[src/design/skvt_pkg.sv]
// Package for the symbol key/value table: field widths, action and status codes,
// FSM states, the commit command struct and the name normalization function.
// No dependencies.
package skvt_pkg;

    // Field widths fixed by the item format.
    localparam int ACT_W = 2;
    localparam int HEAD_W = 64;
    localparam int TAIL_W = 8;
    localparam int KEY_BYTES = 9;
    localparam int KEY_W = 8 * KEY_BYTES;
    localparam int VAL_W = 32;
    localparam int ST_W = 3;

    // Default sizing for the top level.
    localparam int DEF_ENTRIES = 16;
    localparam int DEF_NAME_BYTES = 9;

    // Action codes.
    localparam logic [ACT_W-1:0] ACT_INSERT = 2'd0;
    localparam logic [ACT_W-1:0] ACT_DELETE = 2'd1;
    localparam logic [ACT_W-1:0] ACT_SEARCH = 2'd2;

    // Status codes.
    localparam logic [ST_W-1:0] ST_INSERTED = 3'd0;
    localparam logic [ST_W-1:0] ST_DUPLICATE = 3'd1;
    localparam logic [ST_W-1:0] ST_FULL = 3'd2;
    localparam logic [ST_W-1:0] ST_DELETED = 3'd3;
    localparam logic [ST_W-1:0] ST_DEL_MISS = 3'd4;
    localparam logic [ST_W-1:0] ST_HIT = 3'd5;
    localparam logic [ST_W-1:0] ST_MISS = 3'd6;

    // Control sequencer states.
    typedef enum logic [1:0] {
        S_IDLE,
        S_COMPARE,
        S_SWEEP,
        S_COMMIT
    } t_state;

    // Commit command broadcast to every cell.
    typedef struct packed {
        logic ins_en;
        logic del_en;
    } t_cmd;

    // Builds the compare key: the name ends at its first zero byte and only
    // the first name_bytes bytes count; everything after the end is zero.
    function automatic logic [KEY_W-1:0] norm_key(input logic [HEAD_W-1:0] head,
                                                   input logic [TAIL_W-1:0] tail,
                                                   input int name_bytes);
        logic [KEY_W-1:0] key;
        logic [7:0] b;
        logic ended;
        key = '0;
        ended = 1'b0;
        for (int i = 0; i < KEY_BYTES; i++) begin
            if (i < 8) begin
                b = head[HEAD_W-1-8*i -: 8];
            end else begin
                b = tail;
            end
            if (i >= name_bytes || ended) begin
                b = 8'd0;
            end
            if (b == 8'd0) begin
                ended = 1'b1;
            end
            key[KEY_W-1-8*i -: 8] = b;
        end
        return key;
    endfunction

endpackage

[src/design/skvt_cell.sv]
// One table cell: holds a single entry, compares it with the broadcast key and
// passes the hit / free-slot beat on to its right-hand neighbor each cycle.
// Depends on skvt_pkg.
module skvt_cell #(
    parameter int ENTRIES = skvt_pkg::DEF_ENTRIES,
    parameter int IDX = 0
) (
    input  logic                           i_clk,
    input  logic                           i_rst_n,
    input  logic [skvt_pkg::KEY_W-1:0]     i_key,
    input  logic signed [skvt_pkg::VAL_W-1:0] i_value,
    input  skvt_pkg::t_cmd                 i_cmd,
    input  logic [$clog2(ENTRIES)-1:0]     i_ins_idx,
    input  logic                           i_hit,
    input  logic signed [skvt_pkg::VAL_W-1:0] i_hit_value,
    input  logic                           i_free,
    input  logic [$clog2(ENTRIES)-1:0]     i_free_idx,
    output logic                           o_hit,
    output logic signed [skvt_pkg::VAL_W-1:0] o_hit_value,
    output logic                           o_free,
    output logic [$clog2(ENTRIES)-1:0]     o_free_idx,
    output logic                           o_valid
);

    localparam int IDX_W = $clog2(ENTRIES);

    logic                              r_valid;
    logic [skvt_pkg::KEY_W-1:0]        r_key;
    logic signed [skvt_pkg::VAL_W-1:0] r_value;
    logic                              r_match;
    logic                              r_hit;
    logic signed [skvt_pkg::VAL_W-1:0] r_hit_value;
    logic                              r_free;
    logic [IDX_W-1:0]                  r_free_idx;
    logic                              w_ins_here;

    assign w_ins_here = i_cmd.ins_en && (i_ins_idx == IDX_W'(IDX));

    // Entry storage; only the valid bit is reset.
    always_ff @(posedge i_clk) begin
        if (!i_rst_n) begin
            r_valid <= 1'b0;
        end else if (w_ins_here) begin
            r_valid <= 1'b1;
        end else if (i_cmd.del_en && r_match) begin
            r_valid <= 1'b0;
        end
    end

    always_ff @(posedge i_clk) begin
        if (w_ins_here) begin
            r_key   <= i_key;
            r_value <= i_value;
        end
    end

    // Local compare against the held key, and the beat passed to the right.
    // The first free cell from the left wins; at most one cell matches.
    always_ff @(posedge i_clk) begin
        r_match     <= r_valid && (r_key == i_key);
        r_hit       <= i_hit || r_match;
        r_hit_value <= r_match ? r_value : i_hit_value;
        r_free      <= i_free || !r_valid;
        r_free_idx  <= i_free ? i_free_idx : IDX_W'(IDX);
    end

    assign o_hit       = r_hit;
    assign o_hit_value = r_hit_value;
    assign o_free      = r_free;
    assign o_free_idx  = r_free_idx;
    assign o_valid     = r_valid;

endmodule

[src/design/symbol_key_value_table_top.sv]
// Top level of the symbol key/value table: input capture, control sequencer,
// the row of skvt_cell instances and the output register.
// Depends on skvt_pkg and skvt_cell.
//
//   Channel | Handshake                 | Payload
//   --------+---------------------------+----------------------------------------
//   in      | i_in_valid / o_in_ready   | i_action, i_key_head, i_key_tail, i_value
//   out     | o_out_valid / i_out_ready | o_status, o_found_value
//
// Each item passes from one acceptance to the next through capture, the cell
// compares, the ripple of the hit / free beat through the row of cells, and
// commit. The result is shown from the cycle after commit. Reset is
// synchronous and empties the table at once.
// A result not yet taken holds the commit until the output register frees;
// a new item is accepted while a result waits.
module symbol_key_value_table_top #(
    parameter int ENTRIES = skvt_pkg::DEF_ENTRIES,
    parameter int NAME_BYTES = skvt_pkg::DEF_NAME_BYTES
) (
    input  logic                              i_clk,
    input  logic                              i_rst_n,
    input  logic                              i_in_valid,
    output logic                              o_in_ready,
    input  logic [skvt_pkg::ACT_W-1:0]        i_action,
    input  logic [skvt_pkg::HEAD_W-1:0]       i_key_head,
    input  logic [skvt_pkg::TAIL_W-1:0]       i_key_tail,
    input  logic signed [skvt_pkg::VAL_W-1:0] i_value,
    output logic                              o_out_valid,
    input  logic                              i_out_ready,
    output logic [skvt_pkg::ST_W-1:0]         o_status,
    output logic signed [skvt_pkg::VAL_W-1:0] o_found_value
);

    localparam int IDX_W = $clog2(ENTRIES);

    skvt_pkg::t_state                  r_state;
    skvt_pkg::t_state                  n_state;
    logic [IDX_W-1:0]                  r_cnt;
    logic [skvt_pkg::ACT_W-1:0]        r_action;
    logic [skvt_pkg::KEY_W-1:0]        r_key;
    logic signed [skvt_pkg::VAL_W-1:0] r_value;
    logic                              r_out_valid;
    logic [skvt_pkg::ST_W-1:0]         r_status;
    logic signed [skvt_pkg::VAL_W-1:0] r_found;

    logic                              w_accept;
    logic                              w_out_free;
    logic                              w_load;
    skvt_pkg::t_cmd                    w_cmd;
    logic [skvt_pkg::ST_W-1:0]         w_status;
    logic signed [skvt_pkg::VAL_W-1:0] w_found;

    logic                              w_hit [ENTRIES+1];
    logic signed [skvt_pkg::VAL_W-1:0] w_hit_value [ENTRIES+1];
    logic                              w_free [ENTRIES+1];
    logic [IDX_W-1:0]                  w_free_idx [ENTRIES+1];
    logic [ENTRIES-1:0]                w_valid;

    logic                              w_fin_hit;
    logic signed [skvt_pkg::VAL_W-1:0] w_fin_value;
    logic                              w_fin_free;
    logic [IDX_W-1:0]                  w_fin_idx;

    assign w_accept   = i_in_valid && o_in_ready;
    assign w_out_free = !r_out_valid || i_out_ready;

    // The beat entering the leftmost cell carries nothing found yet.
    assign w_hit[0]       = 1'b0;
    assign w_hit_value[0] = '0;
    assign w_free[0]      = 1'b0;
    assign w_free_idx[0]  = '0;

    assign w_fin_hit   = w_hit[ENTRIES];
    assign w_fin_value = w_hit_value[ENTRIES];
    assign w_fin_free  = w_free[ENTRIES];
    assign w_fin_idx   = w_free_idx[ENTRIES];

    // Row of cells.
    for (genvar g = 0; g < ENTRIES; g++) begin : g_cell
        skvt_cell #(
            .ENTRIES (ENTRIES),
            .IDX     (g)
        ) u_cell (
            .i_clk       (i_clk),
            .i_rst_n     (i_rst_n),
            .i_key       (r_key),
            .i_value     (r_value),
            .i_cmd       (w_cmd),
            .i_ins_idx   (w_fin_idx),
            .i_hit       (w_hit[g]),
            .i_hit_value (w_hit_value[g]),
            .i_free      (w_free[g]),
            .i_free_idx  (w_free_idx[g]),
            .o_hit       (w_hit[g+1]),
            .o_hit_value (w_hit_value[g+1]),
            .o_free      (w_free[g+1]),
            .o_free_idx  (w_free_idx[g+1]),
            .o_valid     (w_valid[g])
        );
    end

    // Next state.
    always_comb begin
        n_state = r_state;
        case (r_state)
            skvt_pkg::S_IDLE: begin
                if (w_accept) begin
                    n_state = skvt_pkg::S_COMPARE;
                end
            end
            skvt_pkg::S_COMPARE: begin
                n_state = skvt_pkg::S_SWEEP;
            end
            skvt_pkg::S_SWEEP: begin
                if (r_cnt == IDX_W'(ENTRIES - 1)) begin
                    n_state = skvt_pkg::S_COMMIT;
                end
            end
            skvt_pkg::S_COMMIT: begin
                if (w_out_free) begin
                    n_state = skvt_pkg::S_IDLE;
                end
            end
            default: begin
                n_state = skvt_pkg::S_IDLE;
            end
        endcase
    end

    // Sequencer outputs: ready, commit command and output load.
    always_comb begin
        o_in_ready = 1'b0;
        w_load     = 1'b0;
        case (r_state)
            skvt_pkg::S_IDLE: begin
                o_in_ready = 1'b1;
            end
            skvt_pkg::S_COMMIT: begin
                w_load = w_out_free;
            end
            default: begin
                o_in_ready = 1'b0;
            end
        endcase
        w_cmd.ins_en = w_load && (r_action == skvt_pkg::ACT_INSERT) && !w_fin_hit && w_fin_free;
        w_cmd.del_en = w_load && (r_action == skvt_pkg::ACT_DELETE) && w_fin_hit;
    end

    // Result of the item from the final beat of the row.
    always_comb begin
        w_status = skvt_pkg::ST_MISS;
        w_found  = '0;
        case (r_action)
            skvt_pkg::ACT_INSERT: begin
                if (w_fin_hit) begin
                    w_status = skvt_pkg::ST_DUPLICATE;
                end else if (w_fin_free) begin
                    w_status = skvt_pkg::ST_INSERTED;
                end else begin
                    w_status = skvt_pkg::ST_FULL;
                end
            end
            skvt_pkg::ACT_DELETE: begin
                w_status = w_fin_hit ? skvt_pkg::ST_DELETED : skvt_pkg::ST_DEL_MISS;
            end
            skvt_pkg::ACT_SEARCH: begin
                if (w_fin_hit) begin
                    w_status = skvt_pkg::ST_HIT;
                    w_found  = w_fin_value;
                end
            end
            default: begin
                w_status = skvt_pkg::ST_MISS;
            end
        endcase
    end

    // Control registers.
    always_ff @(posedge i_clk) begin
        if (!i_rst_n) begin
            r_state     <= skvt_pkg::S_IDLE;
            r_cnt       <= '0;
            r_out_valid <= 1'b0;
        end else begin
            r_state <= n_state;
            if (r_state == skvt_pkg::S_SWEEP) begin
                r_cnt <= r_cnt + 1'b1;
            end else begin
                r_cnt <= '0;
            end
            if (w_load) begin
                r_out_valid <= 1'b1;
            end else if (i_out_ready) begin
                r_out_valid <= 1'b0;
            end
        end
    end

    // Captured item and output payload.
    always_ff @(posedge i_clk) begin
        if (w_accept) begin
            r_action <= i_action;
            r_key    <= skvt_pkg::norm_key(i_key_head, i_key_tail, NAME_BYTES);
            r_value  <= i_value;
        end
        if (w_load) begin
            r_status <= w_status;
            r_found  <= w_found;
        end
    end

    assign o_out_valid   = r_out_valid;
    assign o_status      = r_status;
    assign o_found_value = r_found;

`ifndef SYNTHESIS
    // An accepted beat always starts the compare step.
    a_accept_compare: assert property (@(posedge i_clk) disable iff (!i_rst_n)
        w_accept |=> r_state == skvt_pkg::S_COMPARE)
        else $error("accepted item did not enter compare");

    // An insert only ever lands in a cell that is empty.
    a_insert_free: assert property (@(posedge i_clk) disable iff (!i_rst_n)
        w_cmd.ins_en |-> !w_valid[w_fin_idx])
        else $error("insert targets an occupied cell");

    // Insert and delete are never issued together.
    a_cmd_excl: assert property (@(posedge i_clk) disable iff (!i_rst_n)
        !(w_cmd.ins_en && w_cmd.del_en))
        else $error("insert and delete issued in the same cycle");

    // A nonzero found value is only returned with a hit.
    a_found_hit: assert property (@(posedge i_clk) disable iff (!i_rst_n)
        (o_out_valid && o_status != skvt_pkg::ST_HIT) |-> o_found_value == '0)
        else $error("found value set without a hit");

    // Commit is never left while the output register is still full and stalled.
    a_no_overrun: assert property (@(posedge i_clk) disable iff (!i_rst_n)
        (r_state == skvt_pkg::S_COMMIT && r_out_valid && !i_out_ready) |=>
            r_state == skvt_pkg::S_COMMIT)
        else $error("commit left while output stalled");
`endif

endmodule

[config.mk]
export PLATFORM = sky130hd
export DESIGN_NAME = symbol_key_value_table_top
export DESIGN_NICKNAME = d
export VERILOG_FILES = /design/src/design/skvt_pkg.sv /design/src/design/skvt_cell.sv /design/src/design/symbol_key_value_table_top.sv
export SDC_FILE = /design/constraint.sdc
export NUM_CORES = 2
export LEC_CHECK = 0
export ABC_AREA = 0
export BUFFER_PORTS_ARGS = -buffer_cell sky130_fd_sc_hd__buf_2
export CORE_UTILIZATION = 25
export CTS_CLUSTER_SIZE = 40
export DETAILED_ROUTE_END_ITERATION = 10
export GPL_TIMING_DRIVEN = 0
export PLACE_DENSITY_LB_ADDON = 0.08
export SLEW_MARGIN = 5
export SYNTH_ARGS = -nofsm -noshare
export SYNTH_HDL_FRONTEND = slang
export SYNTH_SLANG_ARGS = --single-unit
[constraint.sdc]
create_clock -name i_clk -period 8.7 [get_ports i_clk]
set_input_delay 1.305 -clock i_clk [delete_from_list [all_inputs] [get_ports i_clk]]
set_output_delay 1.305 -clock i_clk [all_outputs]
set_load 0.005 [all_outputs]
## Yosys cells after proc, flatten, opt, wreduce, memory -nomap -nowiden

Cells that the tools add are included.

| operators by class | value |
|---|---|
| shift-type cells | 0 |
| add/sub/neg operators | 1 |
| mux-type cells | 91 |
| bitwise gates (word level) | 0 |
| divide/modulo/power cells | 0 |
| equality and inequality tests | 40 |
| $mul | 0 |
| reductions and logical operators | 134 |
| $lt $le $gt $ge | 0 |

Operators with widths:

| cell | count |
|---|---|
| 72-bit equality test | 16 |
| 32-bit 2-to-1 mux | 15 |
| 8-bit 2-to-1 mux | 15 |
| 8-bit zero test | 8 |
| 1-bit logical AND | 54 |
| 1-bit 2-to-1 mux | 52 |
| 4-bit equality test (second input constant) | 9 |
| 2-bit nonzero test | 17 |
| 1-bit logical OR | 31 |
| 1-bit zero test | 18 |
| 4-bit by 3-bit equality test with 1-bit output (second input constant) | 4 |
| 2-bit 2-to-1 mux | 6 |
| 3-bit one-hot mux with 3 select lines | 1 |
| 4-bit by 2-bit equality test with 1-bit output (second input constant) | 2 |
| 2-bit one-hot mux with 4 select lines | 1 |
| 2-bit equality test (second input constant) | 3 |
| 2-bit inequality test (second input constant) | 3 |
| 4-bit by 1-bit adder with 4-bit output (second input constant) | 1 |
| 2-bit by 1-bit equality test with 1-bit output (second input constant) | 2 |
| 4-bit by 1-bit equality test with 1-bit output (second input constant) | 1 |
| 2-bit zero test | 2 |
| 4-bit zero test | 1 |
| 2-bit AND reduction | 2 |
| 3-bit 2-to-1 mux | 1 |
| 3-bit AND reduction | 1 |

| word-level totals | value |
|---|---|
| memory bits (writable) | 0 |
| logic and storage cells | 402 |
| memories | 0 |
| input bits | 110 |
| register bits after elaboration | 2437 |
| latch bits | 0 |
| memory bits (read-only) | 0 |

## Depth between registers and ports, before layout

| depth | value |
|---|---|
| depth in word-level cells | 42 |
| depth in mapped cells | 7 |
| gate-level depth less buffers | 6 |

## Cells and area by module

From an unflattened synthesis, not the netlist that was laid out.

| unflattened totals | value |
|---|---|
| cells, all modules | 5240 |
| area total of the unflattened synthesis | 89269.4 µm² |

Modules (own cells, without submodules):

| module | sequential area each (µm²) | times used | area each (µm²) | cells each |
|---|---|---|---|---|
| skvt_cell at g_cell[0].u_cell ... | 3923.8 | 7 | 5232.5 | 305 |
| skvt_cell at g_cell[11].u_cell ... | 3923.8 | 4 | 5233.8 | 305 |
| skvt_cell at g_cell[13].u_cell ... | 3923.8 | 4 | 5230.0 | 305 |
| symbol_key_value_table_top | 4374.2 | 1 | 5554.1 | 359 |
| skvt_cell at g_cell[15].u_cell | 3923.8 | 1 | 5232.5 | 306 |

## Worst setup path before layout

Ideal clock, no wire load.

| timing | value |
|---|---|
| path kind | input to register |
| start point | input port i_out_ready |
| end point | register g_cell[1].u_cell.r_key[0] (netlist bit) (enable) |
| data required time | 8.075 ns |
| path buffers | 0 |
| slack | 0.613 ns |
| cell stages on the path | 4 |
| arrival time | 7.462 ns |
| library setup time | 0.625 ns |
| cells stage by stage | nor2b_1 nor4b_4 nand2_2 nor4_2 |

| between the ends | value |
|---|---|
| longest elaborated chain between the ends | 6 |

RTL lines:

| element | line | source |
|---|---|---|
| start, declared | symbol_key_value_table_top.sv:29 | `input logic i_out_ready,` |
| 1-bit logical OR | symbol_key_value_table_top.sv:65 | `assign w_out_free = !r_out_valid \|\| i_out_ready;` |
| 1-bit 2-to-1 mux | symbol_key_value_table_top.sv:134 | `case (r_state)` |
| 1-bit logical AND (3 in series) | symbol_key_value_table_top.sv:145 | `w_cmd.ins_en = w_load && (r_action == skvt_pkg::ACT_INSERT) && !w_fin_hit && w_fin_free;` |
| 1-bit logical AND | skvt_cell.sv:37 | `assign w_ins_here = i_cmd.ins_en && (i_ins_idx == IDX_W'(IDX));` |
| named net g_cell[1].u_cell.w_ins_here | skvt_cell.sv:35 | `logic w_ins_here;` |
| end signal, assigned | skvt_cell.sv:52 | `r_key <= i_key;` |
| end, declared | skvt_cell.sv:28 | `logic [skvt_pkg::KEY_W-1:0] r_key;` |

The timed path passes the listed nets, and every way through them passes these cells.
A chain may end at the register's enable or synchronous reset.

## Worst setup path in the final report

| timing | value |
|---|---|
| start point | register r_key[8] (netlist bit) |
| end point | register g_cell[0].u_cell.r_match |

| between the ends | value |
|---|---|
| longest elaborated chain between the ends | 2 |

RTL lines:

| element | line | source |
|---|---|---|
| start, declared | symbol_key_value_table_top.sv:40 | `logic [skvt_pkg::KEY_W-1:0] r_key;` |
| start signal, assigned | symbol_key_value_table_top.sv:203 | `r_key <= skvt_pkg::norm_key(i_key_head, i_key_tail, NAME_BYTES);` |
| 72-bit equality test | skvt_cell.sv:60 | `r_match <= r_valid && (r_key == i_key);` |
| 1-bit logical AND | skvt_cell.sv:60 |  |
| end signal, assigned | skvt_cell.sv:60 |  |
| end, declared | skvt_cell.sv:30 | `logic r_match;` |

No other way between the ends.

==> flow_metrics.tcl <==
set metrics [dict create \
    status "finished, final reports clean" \
    cts_buffers 295 \
    place_congestion 0.882 \
    grt_max_degree 65 \
    place.port_buffers 146 \
    synth_top_area_share_pct 61.5 \
    dr.first_iter.drc_count 5156 \
    cts_hold_buf 0 \
    synthesis.area_mm2 0.0882 \
    fillers 34251 \
    drt_pass1_iterations 6 \
    antenna_found_initial 52 \
    cts_sinks 2437 \
    crit_type "reg2reg" \
    grt_usage_pct 19.8 \
    slew_headroom_pct 6.16 \
    worstPathRequired_ns 9.35 \
    holdPathEnd "g_cell[1].u_cell.o_free_idx[0]$_DFF_P_" \
    drive_gt1_share_pct 24.8 \
    fin_setup_tns_ns 0 \
    post_drt_wl_per_cell_um 33.4 \
    p_per_area_mw_per_mm2 278 \
    multi_input_area_mm2 0.0201 \
    synth_cells 5156 \
    routed_via_density 4.55 \
    dpl.hpwl_mm 254 \
    tightest_slew_ns 1.41 \
    place_inst 10163 \
    period_share_pct 68.3 \
    synthesis.nets 5270 \
    final_util_pct 31.4 \
    place_area_mm2 0.101 \
    dr_total_vias 48701 \
    r2r_cells 8 \
    leakage_nw 37.4 \
    clk_latency_ns 0.91 \
    cts_resized 0 \
    ys.warnings.count 0 \
    synth_seq_cells 2437 \
    cts_root_buf "clkbuf_16" \
    die_h_um 596 \
    ios 147 \
    fin_nets 5975 \
    max_freq_mhz 168 \
    synthTopCellsByCount "edfxtp_1, dfxtp_1, xnor2_1, mux2_2, xor2_1" \
    ys.flop_type "edfxtp_1" \
    total_power_w 0.0306 \
    avgSynthCellArea_um2 17.1 \
    path_clk_slew_ns 0.06 \
    ff2ff_setup_slack_ns 2.76 \
    rsz0062_at_grt "false" \
    coreArea_mm2 0.350 \
    wirelength_mm 357 \
    num_rows 217 \
    finalHoldViolCount 0 \
    ys_seq_area_share_pct 75.8 \
    grt_overflow 0 \
    reg2reg_from "r_key[8]$_DFFE_PP_" \
    grt_pass1_vias 48350 \
    postRouteAntennaNets 0 \
    regArea_mm2 0.0669 \
    synth.area.top_cells "edfxtp_1, dfxtp_1, mux2_2, xnor2_1, xor2_1" \
    cts_buffer_depth 4 \
    post_cts_buffers 0 \
    fp.dieArea_mm2 0.355 \
    crit_arrival_ns 6.60 \
    ctsHtreeMaxLevel 5 \
    async_flop_share_pct 0 \
    start_util_pct 25.2 \
    tritoncts "built" \
    crit_path_start_kind "register" \
    synth_area_leader_cell "edfxtp_1" \
    worstHoldPathCells 1 \
    period_minus_slack_ns 5.94 \
    ir_drop_mv 0.171 \
    setup_violations 0 \
    cap_violations 0 \
    final_cells 10704 \
    slew_viol_final 0 \
    die_w_um 596 \
    ys_types 57 \
    synth-edff-count 1805 \
    yosysMostFrequentCell "edfxtp_1" \
    grt_first_pass_wirelength_mm 469 \
    area_growth_pct 24.8 \
    end_kind "register" \
    finClkSkew_ns 0.0647 \
    hold_path_class "reg2reg" \
    r2r-end "g_cell[0].u_cell.r_match$_DFF_P_" \
    critPathMaxFanout 10 \
    drc 0 \
    fin_area_mm2 0.110 \
    hp-start "g_cell[0].u_cell.o_free$_DFF_P_" \
]
[final cells by class]
cell class / instances / area share [%]
Inverter: 121 / 0.413
Clock buffer: 427 / 7.79
Antenna cell: 13 / 0.0296
Tap cell: 4599 / 5.23
Sequential cell: 2437 / 60.7
Timing Repair Buffer: 408 / 5.88
Buffer: 215 / 0.884
Multi-Input combinational cell: 2383 / 18.3
Clock inverter: 101 / 0.750
[flip-flops by register name, summed over array words and instances, names as in the netlist]
name	count
g_cell.u_cell.r_key	1152
g_cell.u_cell.o_hit_value	512
g_cell.u_cell.r_value	512
r_key	72
g_cell.u_cell.o_free_idx	49
o_found_value	32
r_value	32
g_cell.u_cell.o_free	16
g_cell.u_cell.o_hit	16
g_cell.u_cell.o_valid	16
g_cell.u_cell.r_match	16
r_cnt	4
o_status	3
r_action	2
r_state	2
o_out_valid	1
[logic make-up after synthesis]
family / Yosys count / synth area share [%]
DFF: 2437 / 75.8
xor gates and xnor gates: 910 / 9.04
and+or+nand+nor: 712 / 4.97
muxes: 480 / 6.13
buffers and inverters: 336 / 1.62
AOI/OAI and AO/OA: 277 / 2.37
adders and majority gates: 4 / 0.0568
[per-stage QoR]
stage	hold WS (ns)	setup WS, ns
6_report	0.360	2.76
5_1_grt	0.382	2.92
4_1_cts	0.367	2.78
3_5_place_dp	0.370	2.82
3_3_place_gp	0.379	-6.42
2_1_floorplan	0.356	0.613
[cell usage in the layout (no fill, tap or decap), drive strengths merged, types with 16 or more instances in the layout]
cell     count
nor2        35
o21ai       16
nand3       17
nor2b       17
dfxtp      632
clkinv      78
o22ai       73
buf        542
a22o        16
xor2       343
nand2b      71
xnor2      567
and3        34
a22oi       26
edfxtp    1805
nor3        34
mux2       480
clkbuf     508
nand4      180
inv        132
nor4       149
o21a        18
and2       123
nand2       18
a221oi      32
o2bb2ai     34
[power breakdown]
part / switching (W) / internal (W) / leakage (nW)
combinational: 0.00339 / 0.00146 / 11.4
clock: 0.00503 / 0.00709 / 4.61
sequential: 0.000551 / 0.0131 / 21.4
total: 0.00896 / 0.0216 / 37.4
[how the worst max path moves through the flow]
stage / from / end / slack (ns) / depth (start not counted)
detailed placement: r_key[8]$_DFFE_PP_ / g_cell[0].u_cell.r_match$_DFF_P_ / 2.82 / 8
finish: r_key[8]$_DFFE_PP_ / g_cell[0].u_cell.r_match$_DFF_P_ / 2.76 / 8
CTS: r_key[8]$_DFFE_PP_ / g_cell[0].u_cell.r_match$_DFF_P_ / 2.78 / 8
global placement: i_out_ready / g_cell[1].u_cell.r_key[68]$_DFFE_PP_ / -6.42 / 5
floorplan: i_out_ready / g_cell[1].u_cell.r_key[0]$_DFFE_PP_ / 0.61 / 4
global route: r_key[8]$_DFFE_PP_ / g_cell[0].u_cell.r_match$_DFF_P_ / 2.92 / 8
[worst max-delay path, cell delays in order, from the launching register on]
cell and delay, ns:
edfxtp_1 0.68, buf_16 0.22, buf_2 0.63, buf_2 0.82, xnor2_1 0.21, nand4_1 0.42
nor4_1 0.97, nand4_1 0.56, nor4_1 1.17
[per-layer routing]
layer | global-route usage, % | share of wire [%]
met1 | 27.0 | 45
met2 | 31.8 | 46
met3 | 2.76 | 5.2
met4 | 7.25 | 3.9
met5 | 0 | 0.020
Power figures use the tool's default switching activity.
